--- src/rtl/frame_autocorrelation_macros.svh ---
// -----------------------------------------------------------------------------
// Frame autocorrelation assertion macros
// Shared property wrappers for the clocked checks in the RTL.
// -----------------------------------------------------------------------------
`ifndef FRAME_AUTOCORRELATION_MACROS_SVH
`define FRAME_AUTOCORRELATION_MACROS_SVH

// Check a property on every rising clock edge outside reset.
`define FAC_ASSERT(label, prop, msg) \
  label: assert property (@(posedge clk) disable iff (!rst_n) (prop)) else $error(msg);

// Check a property on every rising clock edge, reset included.
`define FAC_ASSERT_ALWAYS(label, prop, msg) \
  label: assert property (@(posedge clk) (prop)) else $error(msg);

`endif

--- src/rtl/fac_pkg.sv ---
// -----------------------------------------------------------------------------
// fac_pkg
// Shared widths, register codes and control types of the frame autocorrelator.
// -----------------------------------------------------------------------------
package fac_pkg;

  localparam int ORDER_MAX_DEF = 32;
  localparam int FRAME_MAX_DEF = 4096;

  localparam int SAMPLE_W   = 16;
  localparam int PROD_W     = 32;
  localparam int VALUE_W    = 48;
  localparam int LAG_W      = 6;
  localparam int FLEN_W     = 13;
  localparam int CFG_IDX_W  = 1;
  localparam int IN_DATA_W  = 16;
  localparam int OUT_DATA_W = 56;

  localparam logic [FLEN_W-1:0] FLEN_RESET  = 13'd256;
  localparam logic [LAG_W-1:0]  ORDER_RESET = 6'd16;

  // Configuration register indexes
  localparam logic [CFG_IDX_W-1:0] REG_FRAME_LEN = 1'b0;
  localparam logic [CFG_IDX_W-1:0] REG_LAG_ORDER = 1'b1;

  // Per-cycle commands broadcast along the cell chain
  typedef struct packed {
    logic step;   // a sample transfer is accepted this cycle
    logic snap;   // this sample closes the frame: capture sums, clear state
    logic shift;  // a result transfer completes: advance the result chain
  } cell_ctl_t;

endpackage

--- src/rtl/fac_ctrl.sv ---
// -----------------------------------------------------------------------------
// fac_ctrl
// Frame counter, input flow control and result sequencer.
// -----------------------------------------------------------------------------
`include "frame_autocorrelation_macros.svh"

module fac_ctrl #(
  parameter int ORDER_MAX = fac_pkg::ORDER_MAX_DEF,
  parameter int FRAME_MAX = fac_pkg::FRAME_MAX_DEF
) (
  input  logic                             clk,
  input  logic                             rst_n,
  input  logic [fac_pkg::FLEN_W-1:0]       frame_len_i,
  input  logic [fac_pkg::LAG_W-1:0]        lag_order_i,
  input  logic                             in_tvalid,
  output logic                             in_tready,
  input  logic                             out_tready,
  output logic                             out_tvalid,
  output logic [fac_pkg::LAG_W-1:0]        lag_index_o,
  output logic                             last_o,
  output logic                             err_o,
  output fac_pkg::cell_ctl_t               ctl_o
);
  import fac_pkg::*;

  localparam int CNT_W = $clog2(FRAME_MAX + 1);
  localparam int CMP_W = (CNT_W > FLEN_W) ? CNT_W : FLEN_W;
  localparam int PW    = $clog2(ORDER_MAX + 2);

  logic [CNT_W-1:0] seen_r, seen_nxt;
  logic [PW-1:0]    pend_r, pend_nxt;
  logic [LAG_W-1:0] idx_r,  idx_nxt;
  logic             err_r,  err_nxt;

  logic [CMP_W-1:0] flen_ext;
  logic [CMP_W-1:0] len_eff;
  logic [CMP_W-1:0] seen_inc;
  logic [LAG_W-1:0] order_eff;
  logic             ends;
  logic             step;
  logic             out_fire;

  // effective frame length: zero counts as one, clamp to the frame limit
  always_comb begin
    flen_ext = CMP_W'(frame_len_i);
    if (flen_ext == '0) begin
      len_eff = CMP_W'(1);
    end else if (flen_ext > CMP_W'(FRAME_MAX)) begin
      len_eff = CMP_W'(FRAME_MAX);
    end else begin
      len_eff = flen_ext;
    end
  end

  assign order_eff = (lag_order_i > LAG_W'(ORDER_MAX)) ? LAG_W'(ORDER_MAX) : lag_order_i;
  assign seen_inc  = CMP_W'(seen_r) + CMP_W'(1);
  assign ends      = (seen_inc >= len_eff);

  assign out_tvalid = (pend_r != '0);
  assign out_fire   = out_tvalid && out_tready;

  // hold a frame-closing sample until the result chain is free
  assign in_tready = !ends || (pend_r == '0) || (out_tready && (pend_r == PW'(1)));
  assign step      = in_tvalid && in_tready;

  assign ctl_o.step  = step;
  assign ctl_o.snap  = step && ends;
  assign ctl_o.shift = out_fire;

  always_comb begin
    seen_nxt = seen_r;
    pend_nxt = pend_r;
    idx_nxt  = idx_r;
    err_nxt  = err_r;
    if (step) begin
      seen_nxt = ends ? '0 : CNT_W'(seen_inc);
    end
    if (step && ends) begin
      err_nxt  = (len_eff <= CMP_W'(order_eff));
      pend_nxt = err_nxt ? PW'(1) : PW'(order_eff) + PW'(1);
      idx_nxt  = '0;
    end else if (out_fire) begin
      pend_nxt = pend_r - PW'(1);
      idx_nxt  = idx_r + LAG_W'(1);
    end
  end

  always_ff @(posedge clk) begin
    if (!rst_n) begin
      seen_r <= '0;
      pend_r <= '0;
      idx_r  <= '0;
      err_r  <= 1'b0;
    end else begin
      seen_r <= seen_nxt;
      pend_r <= pend_nxt;
      idx_r  <= idx_nxt;
      err_r  <= err_nxt;
    end
  end

  assign lag_index_o = idx_r;
  assign last_o      = (pend_r == PW'(1));
  assign err_o       = err_r;

  `FAC_ASSERT(a_snap_needs_room, ctl_o.snap |-> ((pend_r == '0) || (out_fire && last_o)), "frame closed while results still queued")
  `FAC_ASSERT(a_snap_restarts, ctl_o.snap |=> ((idx_r == '0) && (pend_r != '0)), "result sequence not restarted after frame end")
  `FAC_ASSERT(a_drain_empties, (out_fire && last_o && !ctl_o.snap) |=> (pend_r == '0), "results left after final transfer")
  `FAC_ASSERT(a_error_single, (err_r && out_tvalid) |-> ((pend_r == PW'(1)) && (idx_r == '0)), "error frame gives more than one result")
  `FAC_ASSERT_ALWAYS(a_reset_idle, (!rst_n) |=> !out_tvalid, "results pending after reset")

endmodule

--- config.mk ---
export PLATFORM = sky130hd
export DESIGN_NAME = fac_ctrl
export DESIGN_NICKNAME = d
export VERILOG_FILES = /design/src/rtl/fac_pkg.sv /design/src/rtl/fac_ctrl.sv
export VERILOG_INCLUDE_DIRS = /design/src /design/src/rtl
export SDC_FILE = /design/constraint.sdc
export NUM_CORES = 1
export LEC_CHECK = 0
export BUFFER_PORTS_ARGS = -buffer_cell sky130_fd_sc_hd__buf_2
export CORE_MARGIN = 3
export CORE_UTILIZATION = 30
export DETAILED_ROUTE_END_ITERATION = 16
export MAX_ROUTING_LAYER = met4
export SKIP_CTS_REPAIR_TIMING = 1
export SLEW_MARGIN = 0
export SYNTH_ARGS = -nofsm -noshare
export SYNTH_HDL_FRONTEND = slang
export SYNTH_SLANG_ARGS = --single-unit
--- constraint.sdc ---
create_clock -name clk -period 3.5 [get_ports clk]
set_input_delay 0.175 -clock clk [delete_from_list [all_inputs] [get_ports clk]]
set_output_delay 0.175 -clock clk [all_outputs]
set_load 0.005 [all_outputs]
==> results.md, run 1 <==
* Status: finished clean
* Minimum clock period at 3.21 ns
* Post-synth net total at 301
* First-pass GRT wire length at 8.08 mm
* Worst hold stages at 2
* Netlist cell types at 54
* DR vias/cell at 5.17
* Net Sw Frac at 0.340
* Compound-Gate Fraction of Synth Area at 0.175
* Leakage at 1.12 nW
* Post-route insts no fill at 365
* Synth Area in Simple Gates at 0.269
* Detailed Place HPWL at 4.00 mm
* Number of flops mapped to enable cells by yosys at 0
* Syn Std Cell Area at 2070 um^2
* CTS root buf: clkbuf_8
* Mux share of post-synthesis cell area at 0.0151
* Most used cell, CP: and3_1
* DRT Pass-1 Iters at 4
* # clock sinks at 26
* # placed instances at 361
* Final worst-path cycle share at 0.917
* Yosys reg bits at 26
* Worst Path Buf+Inv at 1
* Worst Path Required at 3.72 ns
* Top cell type's share of synthesized area at 0.252
* WL/cell at 13.2 um
* Maximum clock rate at 312 MHz
* H-tree levels at 1
* Fraction of layout cells with a size suffix above 1 at 0.184
* Max-cap violations at 0
* Main flop type after synthesis: dfxtp_1
* Num CTS Buffers at 3
* Routed WL at 4.82 mm
* Worst Hold Class: input port to register
* Largest family of logic cells by synthesized area: simple AND/OR/NAND/NOR gates
* Worst-margin pin slew at 0.572 ns
* CP Class: register to register
* Reg clk slew, reported paths at 0.09 ns
* Initial antenna violation count at 0
* Seq/Total Area, Yosys at 0.252
* Overall Power at 0.890 mW
* Initial Util at 0.318
* Synth area leaders: dfxtp_1 25%, ha_1 15%, nand2_1 5.8%
* Delay-heaviest family, CP: simple AND/OR/NAND/NOR gates
* Clk pwr share at 0.217
* Fin worst setup slack at 0.291 ns
* Setup TNS at 0 ns
* Vias in the first global route at 1715
* RSZ-0062 raised after global routing: no
* Combinational power share at 0.380
* Worst Path Arrival at 3.43 ns
* Antenna-violating nets left at 0
* Final instance area at 2370 um^2
* Crit-path max cell delay at 0.46 ns
* Port Buffers at 35
* Mean area per synthesized cell at 8.14 um^2
* Critical Path Start Type: register
* Critical-path cell with the highest stage delay: dfxtp_1
* P_sw at 0.302 mW
* Drt first-iter violations at 159
* Post-Synth XOR/XNOR Area at 0.0890
* Clock skew at 0.00163 ns
* Die width at 89.0 um
* Pre-CTS WS at 0.257 ns
* Placed inst area at 2320 um^2
* Ports at 36
* Syn. warnings at 0
* Peak supply drop at 0.169 mV
* Critical Path, Cell by Cell: and3_1 -> and3_1 -> and3_1 -> nand3_1 -> xnor2_1 -> ha_1 -> a21oi_1 -> and2_1 -> nand4_1 -> o21a_2 -> nor2_1 -> buf_4 -> a221o_1
* Cell Rows at 29
* Power share of the sequential group at 0.403
* Worst setup EP type: register
* Maximum number of pins on one net before global-route repair at 15
* Setup violators final at 0
* Final Hold Viols at 0
* Cell-internal power at 0.588 mW
* GRT Util Overall at 0.132
* Die H at 89.0 um
* Die Area at 7920 um^2
* Pwr dens at 375 nW/um^2
* DRC at 0
* Asr flop ratio synth at 0
* GRT Residual Overflow at 0
* Core area at 6490 um^2
* Dominant cell type by area after synthesis: dfxtp_1
* CTS tree: built
* Number of diodes at 0
* Clock latency on the worst-skew pair at 0.27 ns
* Max FO, Critical Path at 8
* Slew margin rel. at 0.619
* Synth Area in Adders at 0.145
* Mapped Cells at 254
* Placer Congestion at 0.855
* Levels on crit path at 13
* Layout area overhead at 14.7%
* Final nets at 336
* Detailed-route via count at 1886
* Max clock buf depth at 2
* Final max-slew violation count at 0
* Worst reg-to-reg path cell count at 13
-- layout by cell type (no fill, tap or decap), types with 7 or more instances in the layout --
cell	synthesis	routed
buf_2	3	35
nand2_1	32	32
dfxtp_1	26	26
ha_1	24	24
nor2_1	16	16
nand3_1	16	16
inv_1	13	13
xnor2_1	12	12
a21oi_1	11	11
xor2_1	9	9
nor3_1	7	7
-- layout make-up --
type / count / area [um^2]
Tap cell: 77 / 96.3
Inverter: 14 / 52.6
Multi-Input combinational cell: 204 / 1430
Clock buffer: 4 / 55.1
Sequential cell: 26 / 520
Timing Repair Buffer: 40 / 213
Fill cell: 679 / 4120
-- registers in the layout (all words and copies together) (netlist names) --
| signal | flops |
|---|---|
| err_o | 1 |
| seen_r | 13 |
| pend_r | 6 |
| lag_index_o | 6 |
-- worst paths after layout --
path | start | end | slack [ns]
max reg2reg | seen_r[2] | seen_r[7] | 0.29
min reg2reg | lag_index_o[5] | lag_index_o[5] | 0.49
min | lag_order_i[0] | pend_r[0] | 0.13
max | seen_r[2] | seen_r[7] | 0.29
-- cell families (layout without fill, tap and decap cells) --
| kind of cell | count (synthesis) | count (layout) |
|---|---|---|
| flops | 26 | 26 |
| mux | 3 | 3 |
| compound gates | 49 | 49 |
| fa+ha+maj | 24 | 24 |
| buf+inv | 24 | 58 |
| simple gates | 107 | 107 |
| xor+xnor | 21 | 21 |
-- worst register-to-register path, cell delays in order, from the launching register on --
cell	delay [ns]
dfxtp_1	0.46
and3_1	0.25
and3_1	0.18
and3_1	0.19
nand3_1	0.10
xnor2_1	0.23
ha_1	0.31
a21oi_1	0.18
and2_1	0.17
nand4_1	0.15
o21a_2	0.30
nor2_1	0.28
buf_4	0.22
a221o_1	0.14
-- power by group through the flow --
stage	clock network, mW	logic (mW)	registers, mW
floorplan	0	0.246	0.361
global route	0.213	0.388	0.364
finish	0.194	0.338	0.359
global placement	0	0.334	0.364
CTS	0.203	0.341	0.359
detailed placement	0	0.339	0.366
-- Yosys cell counts, types with 2 or more instances --
cell type and number:
inv_1 13, o21ai_1 4, mux2i_1 2, or3_1 3, a22o_1 6, o21ai_0 2
o211ai_1 2, nor2b_1 4, o21a_2 2, nor4b_1 2, buf_2 3, xor2_1 9
nand4_1 5, buf_4 3, and3_1 6, nand2_1 32, nand3b_1 2, a31oi_1 2
nand3_1 16, o211a_1 2, a211o_1 2, nor2_1 16, xnor2_1 12, nor3_1 7
a21oi_1 11, clkbuf_1 3, ha_1 24, and2_1 3, or4_1 2, dfxtp_1 26
a221o_1 5
-- routing by layer --
layer / global-route usage / part of all wire / vias up
met5: - / 0 / -
met3: 0.0184 / 0.069 / 4
met4: 0.0365 / 0.013 / 0
li1: - / - / 980
met2: 0.184 / 0.39 / 55
met1: 0.197 / 0.52 / 847
-- through the flow --
stage	utilization	hold WS, ns
final	0.365	0.127
after floorplan	-	0.276
after global placement	0.357	0.423
after CTS	0.365	0.123
after global routing	0.365	0.127
after detailed placement	0.357	0.422
Note: power is estimated with default switching activity, not from simulation.
==> run 2: changes to the inputs <==
GPL_ROUTABILITY_DRIVEN = 0   (was unset)
clock period = 3.8 ns   (was 3.5 ns; I/O delays follow)
==> results.md, run 2 (synthesized netlist as in run 1, its figures left out) <==
* Leakage at 1.12 nW (-0.49%)
* Drt first-iter violations at 84 (-47%)
* Worst Path Required at 3.61 ns (-0.11 ns)
* Cell Rows at 29 (unchanged)
* Max clock buf depth at 2 (unchanged)
* Net Sw Frac at 0.339 (-0.000779)
* Final instance area at 2360 um^2 (-0.32%)
* WL/cell at 14.0 um (+5.9%)
* Reg clk slew, reported paths at 0.09 ns (about the same)
* Num CTS Buffers at 3 (unchanged)
* Pre-CTS WS at 0.491 ns (+0.234 ns)
* Detailed Place HPWL at 4.13 mm (+3.4%)
* GRT Max-Usage Layer: met2
* CTS tree: built
* GR Util met3 at 0.0138 (-0.00461)
* Vias in the first global route at 1841 (+7.3%)
* Clock latency on the worst-skew pair at 0.27 ns (about the same)
* Commonest non-fill, non-tap cell in the layout: buf_2
* Placed inst area at 2310 um^2 (-0.32%)
* GRT Util Overall at 0.137 (+0.00514)
* Detailed-route via count at 1887 (+0.053%)
* Initial antenna violation count at 0 (unchanged)
* Clk pwr share at 0.221 (+0.004)
* Post-route insts no fill at 364 (-0.27%)
* RSZ-0062 raised after global routing: no
* # placed instances at 360 (-0.28%)
* Die H at 89.0 um (unchanged)
* Maximum clock rate at 308 MHz
* GRT Residual Overflow at 0 (unchanged)
* Critical Path Start Type: register
* CP Class: register to output port
* Maximum number of pins on one net before global-route repair at 15 (unchanged)
* Clock skew at 0.00430 ns (+0.00268 ns)
* Status: finished clean
* Minimum clock period at 3.24 ns
* Setup violators final at 0 (unchanged)
* Slew margin rel. at 0.594 (-0.0247)
* Combinational power share at 0.374 (-0.006)
* DRC at 0 (unchanged)
* Most frequent cells in the layout: 35 x buf_2, 32 x nand2_1, 26 x dfxtp_1
* Antenna-violating nets left at 0 (unchanged)
* R2R Path End: seen_r[8]
* Max FO, Critical Path at 8 (unchanged)
* Die Area at 7920 um^2 (unchanged)
* Crit. Startpoint: seen_r[2]
* Worst reg-to-reg path cell count at 12 (-1)
* Reg with most FFs: seen_r
* Die width at 89.0 um (unchanged)
* Ports at 36 (unchanged)
* Worst Path Arrival at 3.05 ns (-0.38 ns)
* Core area at 6490 um^2 (unchanged)
* Reg2reg start: seen_r[2]
* P_sw at 0.277 mW (-8.3%)
* Final worst-path cycle share at 0.854
* Cell-internal power at 0.541 mW (-7.9%)
* Routing usage on met1 at 0.186 (-0.0108)
* First-pass GRT wire length at 8.39 mm (+3.8%)
* Final nets at 335 (-0.30%)
* Final max-slew violation count at 0 (unchanged)
* Max-cap violations at 0 (unchanged)
* FF-to-FF setup slack at 0.60 ns (+0.31 ns)
* # fillers at 686 (+1.0%)
* M2 GR Usage at 0.221 (+0.0364)
* Power share of the sequential group at 0.405 (+0.002)
* Worst setup EP type: output port
* Setup crit end: ctl_o[2]
* Setup TNS at 0 ns (unchanged)
* Max reg flops at 13 (unchanged)
* # clock sinks at 26 (unchanged)
* CTS root buf: clkbuf_8
* Layout area overhead at 14.3%
* Number of diodes at 0 (unchanged)
* Reg area at 520 um^2 (unchanged)
* Pwr dens at 346 nW/um^2 (-7.8%)
* DR vias/cell at 5.18 (+0.33%)
* DRT Pass-1 Iters at 5 (+1)
* Port Buffers at 35 (unchanged)
* Final Hold Viols at 0 (unchanged)
* Peak supply drop at 0.118 mV (-30%)
* Worst-margin pin slew at 0.609 ns (+0.0370 ns)
* Fraction of layout cells with a size suffix above 1 at 0.181 (-0.00284)
* Worst Hold Class: input port to register
* Routed WL at 5.09 mm (+5.6%)
* Fin worst setup slack at 0.555 ns (+0.264 ns)
* Initial Util at 0.318 (unchanged)
* Multi-input gate area at 1430 um^2 (unchanged)
* H-tree levels at 1 (unchanged)
* Hold Slack at 0.156 ns (+0.0297 ns)
[run 2: cell count changes in the layout (fill, tap and decap cells not counted)]
cell | before | now
buf_4 | 5 | 4
[run 2: layer usage]
| metal | vias to the layer above | wire length, um |
|---|---|---|
| met3 | 2 | 227 |
| li1 | 984 | - |
| met5 | - | 0 |
| met4 | 0 | 27 |
| met1 | 855 | 2620 |
| met2 | 46 | 2220 |
[run 2: how the worst min path moves through the flow]
stage	from	endpoint	cells after the start
after detailed placement	lag_order_i[0]	pend_r[0]	2
after global placement	lag_order_i[0]	pend_r[0]	2
after global routing	lag_order_i[0]	pend_r[0]	2
final	lag_order_i[0]	pend_r[0]	2
after CTS	lag_order_i[0]	pend_r[0]	2
after floorplan	lag_order_i[0]	pend_r[0]	1
[run 2: layout make-up]
type,instances,share of cell area
clock buffer,4,0.0233
inverter,14,0.0222
multi-input combinational,204,0.607
sequential,26,0.220
tap,77,0.0408
timing repair buffer,39,0.0868
[run 2: stage by stage]
stage,utilization,total power [mW]
after global placement,0.355,0.642
final,0.364,0.819
after CTS,0.364,0.830
after floorplan,-,0.559
after global routing,0.364,0.884
after detailed placement,0.355,0.647
[run 2: critical path, cell delays in order, from the launching register on]
cell	delay [ns]
dfxtp_1	0.47
and3_1	0.24
and3_1	0.20
and3_1	0.19
nand3_1	0.10
xnor2_1	0.21
ha_1	0.30
a21oi_1	0.19
and2_1	0.18
nand4_1	0.17
o21ai_2	0.24
and2_1	0.18
buf_2	0.11
[run 2: power groups by stage]
stage	logic, mW	clock network, mW	registers [mW]
after detailed placement	0.308	0	0.339
after global routing	0.349	0.199	0.336
after global placement	0.305	0	0.337
after CTS	0.310	0.188	0.332
final	0.306	0.181	0.332
after floorplan	0.226	0	0.332
