===== src/rtl/frame_autocorrelation_macros.svh =====
// -----------------------------------------------------------------------------
// Frame autocorrelation assertion macros
// Shared property wrappers for the clocked checks in the RTL.
// -----------------------------------------------------------------------------
`ifndef FRAME_AUTOCORRELATION_MACROS_SVH
`define FRAME_AUTOCORRELATION_MACROS_SVH

// Check a property on every rising clock edge outside reset.
`define FAC_ASSERT(label, prop, msg) \
  label: assert property (@(posedge clk) disable iff (!rst_n) (prop)) else $error(msg);

// Check a property on every rising clock edge, reset included.
`define FAC_ASSERT_ALWAYS(label, prop, msg) \
  label: assert property (@(posedge clk) (prop)) else $error(msg);

`endif


===== src/rtl/fac_pkg.sv =====
// -----------------------------------------------------------------------------
// fac_pkg
// Shared widths, register codes and control types of the frame autocorrelator.
// -----------------------------------------------------------------------------
package fac_pkg;

  localparam int ORDER_MAX_DEF = 32;
  localparam int FRAME_MAX_DEF = 4096;

  localparam int SAMPLE_W   = 16;
  localparam int PROD_W     = 32;
  localparam int VALUE_W    = 48;
  localparam int LAG_W      = 6;
  localparam int FLEN_W     = 13;
  localparam int CFG_IDX_W  = 1;
  localparam int IN_DATA_W  = 16;
  localparam int OUT_DATA_W = 56;

  localparam logic [FLEN_W-1:0] FLEN_RESET  = 13'd256;
  localparam logic [LAG_W-1:0]  ORDER_RESET = 6'd16;

  // Configuration register indexes
  localparam logic [CFG_IDX_W-1:0] REG_FRAME_LEN = 1'b0;
  localparam logic [CFG_IDX_W-1:0] REG_LAG_ORDER = 1'b1;

  // Per-cycle commands broadcast along the cell chain
  typedef struct packed {
    logic step;   // a sample transfer is accepted this cycle
    logic snap;   // this sample closes the frame: capture sums, clear state
    logic shift;  // a result transfer completes: advance the result chain
  } cell_ctl_t;

endpackage


===== src/rtl/fac_cell.sv =====
// -----------------------------------------------------------------------------
// fac_cell
// One lag of the autocorrelator: delay tap, multiply-accumulate, result stage.
// -----------------------------------------------------------------------------
module fac_cell (
  input  logic                                clk,
  input  logic                                rst_n,
  input  fac_pkg::cell_ctl_t                  ctl_i,
  input  logic signed [fac_pkg::SAMPLE_W-1:0] x_i,
  input  logic signed [fac_pkg::SAMPLE_W-1:0] prev_i,
  input  logic signed [fac_pkg::VALUE_W-1:0]  hold_i,
  output logic signed [fac_pkg::SAMPLE_W-1:0] tap_o,
  output logic signed [fac_pkg::VALUE_W-1:0]  hold_o
);
  import fac_pkg::*;

  logic signed [SAMPLE_W-1:0] tap_r,  tap_nxt;
  logic signed [VALUE_W-1:0]  acc_r,  acc_nxt;
  logic signed [VALUE_W-1:0]  hold_r, hold_nxt;
  logic signed [PROD_W-1:0]   prod;
  logic signed [VALUE_W-1:0]  acc_sum;

  assign prod    = x_i * prev_i;
  assign acc_sum = acc_r + VALUE_W'(prod);

  always_comb begin
    tap_nxt  = tap_r;
    acc_nxt  = acc_r;
    hold_nxt = hold_r;
    if (ctl_i.step) begin
      tap_nxt = ctl_i.snap ? '0 : prev_i;
      acc_nxt = ctl_i.snap ? '0 : acc_sum;
    end
    // capture wins over advance: the chain is empty or draining its last entry
    if (ctl_i.snap) begin
      hold_nxt = acc_sum;
    end else if (ctl_i.shift) begin
      hold_nxt = hold_i;
    end
  end

  always_ff @(posedge clk) begin
    if (!rst_n) begin
      tap_r <= '0;
      acc_r <= '0;
    end else begin
      tap_r <= tap_nxt;
      acc_r <= acc_nxt;
    end
  end

  always_ff @(posedge clk) begin
    hold_r <= hold_nxt;
  end

  assign tap_o  = tap_r;
  assign hold_o = hold_r;

endmodule


===== config.mk =====
export PLATFORM = sky130hd
export DESIGN_NAME = fac_cell
export DESIGN_NICKNAME = d
export VERILOG_FILES = /design/src/rtl/frame_autocorrelation_macros.svh /design/src/rtl/fac_pkg.sv /design/src/rtl/fac_cell.sv
export SDC_FILE = /design/constraint.sdc
export NUM_CORES = 1
export LEC_CHECK = 0
export BUFFER_PORTS_ARGS = -buffer_cell sky130_fd_sc_hd__buf_4
export CAP_MARGIN = 15
export CORE_UTILIZATION = 57
export DETAILED_ROUTE_END_ITERATION = 8
export HOLD_SLACK_MARGIN = 0.08
export MAX_ROUTING_LAYER = met4
export PLACE_DENSITY = 0.84
export SYNTH_ARGS = -nofsm -noshare
export SYNTH_HDL_FRONTEND = slang
export SYNTH_SLANG_ARGS = --single-unit
export TNS_END_PERCENT = 30

===== constraint.sdc =====
create_clock -name clk -period 8 [get_ports clk]
set_clock_uncertainty 0.05 [all_clocks]
set_input_delay 1.6 -clock clk [delete_from_list [all_inputs] [get_ports clk]]
set_output_delay 1.6 -clock clk [all_outputs]
set_load 0.005 [all_outputs]

==> flow_metrics.py, run 1 <==
metrics = {
    "cells_and_area": {
        "area_delta_synth_final_pct": 11.7,
        "multi_input_area_mm2": 0.0136,
        "seqCellArea_mm2": 0.00272,
        "drive_gt1_frac": 0.141,
        "nNetsFinal": 2606,
        "fin_util": 0.646,
        "n_fill_cell": 2484,
    },
    "global_routing": {
        "grt_max_degree": 61,
        "grt_pass1_wl_um": 76000,
        "grt_pass1_vias": 14870,
        "overflow": 0,
        "grtUsageTotal": 0.310,
        "antenna_found_initial": 2,
    },
    "clock_network": {
        "cts-htree-levels": 3,
        "root_buffer": "clkbuf_16",
        "path_clk_slew_ns": 0.08,
        "post_cts_buffers": 0,
        "postCtsHoldBufs": 0,
        "cts_tree": "built",
        "cts_buffer_depth": 2,
        "cts_buffers": 9,
        "clk_latency_ns": 0.40,
        "ctsResizeCount": 0,
        "cts.sinks": 112,
    },
    "setup_path": {
        "cp.arrival_ns": 7.79,
        "crit_family": "adder cells",
        "path_common_cell": "inv_1",
        "slowest_stage": "fa_1",
        "cp_max_fo": 16,
        "start_kind": "primary input",
        "required_ns": 8.09,
        "path_cells": "buf_4, nand2_2, inv_1, fa_1, inv_1, fa_2, buf_4, fa_1, inv_1, fa_1, fa_1, inv_1, fa_1, inv_1, ha_1, a21o_1, a21o_1, a21oi_1, inv_1, o2111a_2, o21ai_0, o21bai_1, xor2_1, mux2_2",
        "setup.worst_path.end_class": "flip-flop",
        "cpPeakStageDelay_ns": 0.57,
        "cp_num_buf_inv": 8,
        "crit_type": "primary input to flip-flop",
    },
    "place": {
        "port_buffers": 148,
        "dp_hpwl_um": 38200,
        "place.gp.congestion": 0.958,
    },
    "synth": {
        "yosys_most_used_dff": "dfxtp_1",
        "yosysSeqAreaShare": 0.149,
        "syn_nets": 2460,
        "async_flop_share": 0,
        "yosysWarnings": 0,
        "syn_area_mm2": 0.0182,
        "ys_ff_latch": 112,
        "synth.avg_cell_area_um2": 9.69,
        "netlist_instances": 1882,
        "synth-edff-count": 48,
        "ys_types": 62,
    },
    "timing": {
        "max_freq_ghz": 0.130,
        "relSlewSlack": 0.346,
        "setup_viol": 0,
        "finalSetupTns_ns": 0,
        "fin_crit_sh": 0.962,
        "final_max_slew_viol_count": 0,
        "tightest_slew_ns": 0.980,
        "post-route-min-period_ns": 7.70,
        "hold_viol": 0,
        "rsz0062_at_grt": "false",
    },
    "detailed_routing": {
        "totalWireLength_um": 46700,
        "ant_nets": 0,
        "viasPerCell": 5.60,
        "drt_pass1_iterations": 5,
        "drc": 0,
        "routedWlPerCell_um": 19.1,
        "drtIter0Drc": 984,
        "vias": 13637,
    },
    "run": {
        "maxCapViolations": 0,
    },
    "floorplan": {
        "core-area_mm2": 0.0316,
        "dieArea_mm2": 0.0327,
        "num_io_pins": 149,
        "start_util": 0.578,
        "die-height_um": 181,
        "rows": 65,
        "fp.dieW_um": 181,
    },
    "outcome": {
        "outcome": "completed",
    },
    "hold_path": {
        "holdCritPathClass": "flip-flop to flip-flop",
    },
}
## state kept, by name (all words and copies together) (netlist names)
register,count
acc_r,48
tap_o,16
hold_o,48
## through the flow
stage               cell area, µm²  std cells  hold WS, ns  setup slack [ns]
finish                       20400       2437        0.433             0.302
global route                 20400       2437        0.456             0.116
floorplan                    18300       1882        0.382          0.000156
global placement             20000       2419        0.404           -0.0122
detailed placement           20000       2419        0.413           -0.0437
CTS                          20400       2435        0.438             0.360
## cell type report
class                      count  area share
sequential                   112       0.134
multi-input combinational   1246       0.665
clock buffer                   9      0.0111
inverter                     452      0.0835
clock inverter                 7     0.00534
tap                          402      0.0247
timing repair buffer         207      0.0763
antenna                        2    0.000246
## Yosys cell counts (34+ instances only)
| cell | instances | area, µm² |
|---|---|---|
| xnor2_1 | 34 | 298 |
| nor2b_1 | 43 | 269 |
| a21oi_1 | 71 | 355 |
| fa_1 | 362 | 7250 |
| clkbuf_1 | 68 | 255 |
| edfxtp_1 | 48 | 1440 |
| inv_1 | 450 | 1690 |
| ha_1 | 131 | 1640 |
| mux2_2 | 41 | 462 |
| nor2_1 | 40 | 150 |
| dfxtp_1 | 64 | 1280 |
| nand2_1 | 160 | 601 |
| and2_1 | 132 | 826 |
## kinds of logic (layout without fill, tap and decap cells)
| group | Yosys count | count (layout) | synth area share |
|---|---|---|---|
| other | 0 | 2 | 0 |
| XOR/XNOR | 49 | 49 | 0.0235 |
| AND/OR/NAND/NOR | 437 | 437 | 0.121 |
| adder cells (fa/ha/maj) | 493 | 493 | 0.487 |
| flip-flops | 112 | 112 | 0.149 |
| multiplexers | 43 | 43 | 0.0267 |
| AO/OA/AOI/OAI | 224 | 224 | 0.0839 |
| buffers and inverters | 524 | 675 | 0.109 |
## layer usage
metal  track usage  share of wire  up-vias
met4        0.0906          0.026        0
met2         0.511           0.50      580
met3        0.0581          0.075       97
met5             -              0        -
li1              -              -     6065
met1         0.390           0.40     6895
## worst paths after layout
| check | start | end | slack [ns] | cells after the start |
|---|---|---|---|---|
| setup reg to reg | acc_r[15]$_SDFFE_PN0P_ | hold_o[41]$_DFFE_PP_ | 2.11 | 19 |
| hold / removal | acc_r[47]$_SDFFE_PN0P_ | acc_r[47]$_SDFFE_PN0P_ | 0.43 | 2 |
| hold reg to reg | acc_r[47]$_SDFFE_PN0P_ | acc_r[47]$_SDFFE_PN0P_ | 0.43 | 2 |
| setup / recovery | x_i[15] | hold_o[41]$_DFFE_PP_ | 0.30 | 24 |
## worst min-delay path, delay by kind of cell (launching register included)
family           cells  cell delay [ns]
DFF                  1             0.33
and+or+nand+nor      2             0.10
## placed cells by master, fill, tap and decap left out, types with 43 or more instances in the layout
master,instances
nor2b_1,43
ha_1,131
nand2_1,159
edfxtp_1,48
fa_1,359
inv_1,449
buf_4,207
a21oi_1,71
and2_1,132
dfxtp_1,64
Power of run 1 is not shown: default switching activity piles up to over one toggle a cycle in this logic, so the estimate is an artifact.
==> run 2, diff against run 1 <==
- CORE_UTILIZATION: 57 -> 60
- clock period: 8 -> 9.01 ns (I/O delays scaled with it)
==> flow_metrics.py, run 2 (synthesis gave the netlist of run 1 again) <==
metrics = {
    "cells_and_area": {
        "final_area_mm2": 0.0200,
        "area_delta_synth_final_pct": 9.50,
        "final_common_cell": "inv_1",
        "layout_common_cells": "450 x inv_1, 362 x fa_1, 161 x buf_4, 160 x nand2_1, 132 x and2_1",
        "fin_util": 0.670,
        "drive_gt1_frac": 0.119,
        "nNetsFinal": 2560,
        "n_fill_cell": 2295,
    },
    "global_routing": {
        "grtUsageTotal": 0.323,
        "grt_pass1_vias": 14887,
        "grt_pass1_wl_um": 75700,
        "overflow": 0,
        "grt_max_degree": 61,
        "antenna_found_initial": 1,
    },
    "timing": {
        "setup_viol": 0,
        "finalSetupTns_ns": 0,
        "post-route-min-period_ns": 8.39,
        "max_freq_ghz": 0.119,
        "tightest_slew_ns": 1.03,
        "worst_slack_ns": 0.625,
        "hold_viol": 0,
        "rsz0062_at_grt": "false",
        "relSlewSlack": 0.311,
        "final_max_slew_viol_count": 0,
        "fin_crit_sh": 0.931,
    },
    "clock_network": {
        "root_buffer": "clkbuf_16",
        "cts.sinks": 112,
        "ctsResizeCount": 0,
        "cts_buffers": 9,
        "cts_buffer_depth": 2,
        "postCtsHoldBufs": 0,
        "clk_latency_ns": 0.38,
        "cts_tree": "built",
        "post_cts_buffers": 0,
        "cts-htree-levels": 3,
        "path_clk_slew_ns": 0.09,
    },
    "place": {
        "place.gp.congestion": 0.981,
        "port_buffers": 148,
        "dp_hpwl_um": 37100,
        "post_dp_cell_area_mm2": 0.0197,
        "preCtsSetupSlack_ns": 0.348,
    },
    "setup_path": {
        "cpPeakStageDelay_ns": 0.72,
        "start_kind": "primary input",
        "setup.worst_path.end_class": "flip-flop",
        "crit_type": "primary input to flip-flop",
        "cp_max_fo": 17,
        "path_cells": "buf_4, nand2_1, inv_1, fa_1, inv_1, fa_1, fa_1, fa_1, inv_1, fa_1, inv_1, fa_1, inv_1, ha_1, a21oi_1, o21bai_1, a21oi_1, o21ai_0, a311oi_1, o31a_1, o31a_1, xnor2_1, mux2_2",
        "cp_num_buf_inv": 6,
        "cp.arrival_ns": 8.47,
        "path_common_cell": "fa_1",
        "required_ns": 9.10,
        "crit_family": "adder cells",
        "slowest_stage": "fa_1",
    },
    "floorplan": {
        "fp.dieW_um": 176,
        "start_util": 0.612,
        "die-height_um": 176,
        "num_io_pins": 149,
        "core-area_mm2": 0.0298,
        "dieArea_mm2": 0.0311,
        "rows": 63,
    },
    "detailed_routing": {
        "viasPerCell": 5.63,
        "drtIter0Drc": 895,
        "vias": 13392,
        "drt_pass1_iterations": 6,
        "routedWlPerCell_um": 19.3,
        "totalWireLength_um": 45900,
        "ant_nets": 0,
        "drc": 0,
    },
    "run": {
        "maxCapViolations": 0,
    },
    "hold_path": {
        "holdCritPathClass": "flip-flop to flip-flop",
    },
    "outcome": {
        "outcome": "completed",
    },
}
-- run 2: changes by cell type in the layout (fill, tap and decap cells not counted), sizes merged --
| cell | change |
|---|---|
| clkinv | +1 |
| diode | -1 |
| bufinv | -2 |
| inv | +1 |
| buf | -46 |
-- run 2: worst register-to-register path, cell delays in order (launching register included) --
cell     delay, ns
dfxtp_1       0.34
inv_1         0.07
fa_1          0.50
inv_1         0.07
fa_1          0.54
fa_1          0.45
fa_1          0.55
inv_1         0.07
fa_1          0.49
inv_1         0.04
ha_1          0.37
a21oi_1       0.24
o21ai_0       0.15
a21oi_1       0.23
nand2_1       0.10
o21ai_2       0.26
a41oi_2       0.27
a41oi_1       0.35
xnor2_1       0.15
mux2_2        0.28
-- run 2: worst paths after layout --
check / from / to / slack (ns) / cells after the start
worst min-delay path: acc_r[34]$_SDFFE_PN0P_ / acc_r[34]$_SDFFE_PN0P_ / 0.44 / 2
worst max register to register: acc_r[15]$_SDFFE_PN0P_ / hold_o[40]$_DFFE_PP_ / 3.20 / 19
worst max-delay path: prev_i[1] / hold_o[39]$_DFFE_PP_ / 0.62 / 23
worst min register to register: acc_r[34]$_SDFFE_PN0P_ / acc_r[34]$_SDFFE_PN0P_ / 0.44 / 2
-- run 2: metrics by stage --
step	hold WS, ns	instances
final	0.435	2378
after global placement	0.394	2361
after floorplan	0.382	1882
after global routing	0.451	2377
after detailed placement	0.415	2361
after CTS	0.440	2377
-- run 2: cell type report --
type                            count  area, µm²  share of cell area
Tap cell                          390        488              0.0244
Clock buffer                        9        225              0.0113
Timing Repair Buffer              161       1210              0.0605
Multi-Input combinational cell   1246      13500               0.678
Clock inverter                      7       92.6             0.00463
Sequential cell                   112       2720               0.136
Inverter                          452       1700              0.0849
Antenna cell                        1       2.50            0.000125
-- run 2: routing by layer --
metal,part of all wire,GRT usage,vias to the layer above
li1,-,-,5976
met1,0.39,0.404,6758
met2,0.51,0.552,547
met3,0.070,0.0437,111
met4,0.028,0.0898,0
met5,0,-,-
Power of run 2 is left out for the same reason.
==> run 3, diff against run 2 <==
- CORE_ASPECT_RATIO: default -> 1.25
==> flow_metrics.py, run 3 (synthesis gave the netlist of run 1 again) <==
metrics = {
    "cells_and_area": {
        "multi_input_area_mm2": 0.0135,
        "final_area_mm2": 0.0200,
        "n_antenna_cell": 0,
        "nNetsFinal": 2563,
        "n_fill_cell": 2315,
        "final_common_cell": "inv_1",
        "seqCellArea_mm2": 0.00272,
        "area_delta_synth_final_pct": 9.72,
        "drive_gt1_frac": 0.120,
        "layout_common_cells": "450 x inv_1, 362 x fa_1, 164 x buf_4, 160 x nand2_1, 132 x and2_1",
    },
    "run": {
        "maxCapViolations": 0,
    },
    "clock_network": {
        "post_cts_buffers": 0,
        "cts_tree": "built",
        "root_buffer": "clkbuf_16",
        "postCtsHoldBufs": 0,
        "cts_buffer_depth": 2,
        "path_clk_slew_ns": 0.09,
        "cts.sinks": 112,
        "cts_buffers": 9,
        "cts-htree-levels": 3,
        "clk_latency_ns": 0.40,
        "ctsResizeCount": 0,
    },
    "floorplan": {
        "start_util": 0.608,
        "die-height_um": 197,
        "dieArea_mm2": 0.0311,
        "rows": 71,
        "num_io_pins": 149,
        "core-area_mm2": 0.0300,
        "fp.dieW_um": 158,
    },
    "hold_path": {
        "holdCritPathClass": "flip-flop to flip-flop",
    },
    "timing": {
        "fin_crit_sh": 0.945,
        "relSlewSlack": 0.340,
        "max_freq_ghz": 0.117,
        "setup_viol": 0,
        "rsz0062_at_grt": "false",
        "post-route-min-period_ns": 8.51,
        "finalSetupTns_ns": 0,
        "hold_viol": 0,
        "final_max_slew_viol_count": 0,
        "tightest_slew_ns": 0.990,
    },
    "setup_path": {
        "required_ns": 9.12,
        "slowest_stage": "fa_1",
        "start_kind": "primary input",
        "setup.worst_path.end_class": "flip-flop",
        "crit_family": "adder cells",
        "crit_type": "primary input to flip-flop",
        "cp.arrival_ns": 8.62,
        "path_cells": "buf_4, nand2_1, inv_1, fa_1, inv_1, fa_1, fa_1, fa_1, inv_1, fa_1, inv_1, fa_1, inv_1, ha_1, a21oi_1, o21ai_0, a221oi_1, o21ai_0, a21oi_1, xnor2_1, mux2_2",
        "cp_num_buf_inv": 6,
        "path_common_cell": "fa_1",
        "cp_max_fo": 17,
        "cpPeakStageDelay_ns": 0.90,
    },
    "global_routing": {
        "grtUsageTotal": 0.324,
        "antenna_found_initial": 0,
        "grt_max_degree": 61,
        "overflow": 0,
        "grt_pass1_wl_um": 74400,
        "grt_pass1_vias": 14846,
    },
    "detailed_routing": {
        "routedWlPerCell_um": 19.0,
        "drtIter0Drc": 713,
        "viasPerCell": 5.62,
        "drt_pass1_iterations": 7,
        "vias": 13434,
        "totalWireLength_um": 45400,
        "ant_nets": 0,
        "drc": 2,
    },
    "place": {
        "post_dp_cell_area_mm2": 0.0197,
        "dp_hpwl_um": 37500,
        "place.gp.congestion": 0.991,
        "port_buffers": 148,
    },
    "outcome": {
        "outcome": "complete, but fails checks",
        "violations": "design-rule violations",
    },
}
run 3: metal layers:
metal	wire, µm	share of wire	track usage
met1	17200	0.38	0.381
met2	23900	0.53	0.558
met3	2530	0.056	0.0440
met4	1770	0.039	0.132
met5	0	0	-
run 3: per-stage QoR:
stage,cells,utilization,setup slack (ns),hold WS (ns)
global route,2391,0.667,0.106,0.457
finish,2391,0.667,0.495,0.436
floorplan,1882,-,0.602,0.382
global placement,2375,0.656,0.275,0.405
detailed placement,2375,0.656,0.135,0.413
CTS,2391,0.667,0.562,0.433
run 3: area by class of cell:
| type | count | share of cell area |
|---|---|---|
| inverters | 452 | 0.0848 |
| multi-input cells | 1246 | 0.676 |
| flip-flops and latches | 112 | 0.136 |
| clock buffers | 9 | 0.0113 |
| well taps | 401 | 0.0251 |
| repair buffers | 164 | 0.0615 |
| clock inverters | 7 | 0.00500 |
run 3: worst reg2reg max path, cell delays in order (launching register included):
cell,delay [ns]
dfxtp_1,0.35
inv_1,0.07
fa_1,0.50
inv_1,0.06
fa_1,0.53
fa_1,0.45
fa_1,0.56
inv_1,0.06
fa_1,0.49
inv_1,0.04
ha_1,0.36
a21oi_1,0.26
o21ai_0,0.14
a21oi_1,0.26
nand2_1,0.11
o21ai_2,0.25
a41oi_2,0.27
a41oi_1,0.33
xnor2_1,0.15
mux2_2,0.28
run 3: final timing paths:
kind	endpoint	cells after the start	slack, ns	start
setup / recovery	hold_o[46]$_DFFE_PP_	21	0.50	prev_i[1]
hold / removal	acc_r[47]$_SDFFE_PN0P_	2	0.44	acc_r[47]$_SDFFE_PN0P_
setup reg to reg	hold_o[40]$_DFFE_PP_	19	3.19	acc_r[15]$_SDFFE_PN0P_
hold reg to reg	acc_r[47]$_SDFFE_PN0P_	2	0.44	acc_r[47]$_SDFFE_PN0P_
Power of run 3 is left out for the same reason.
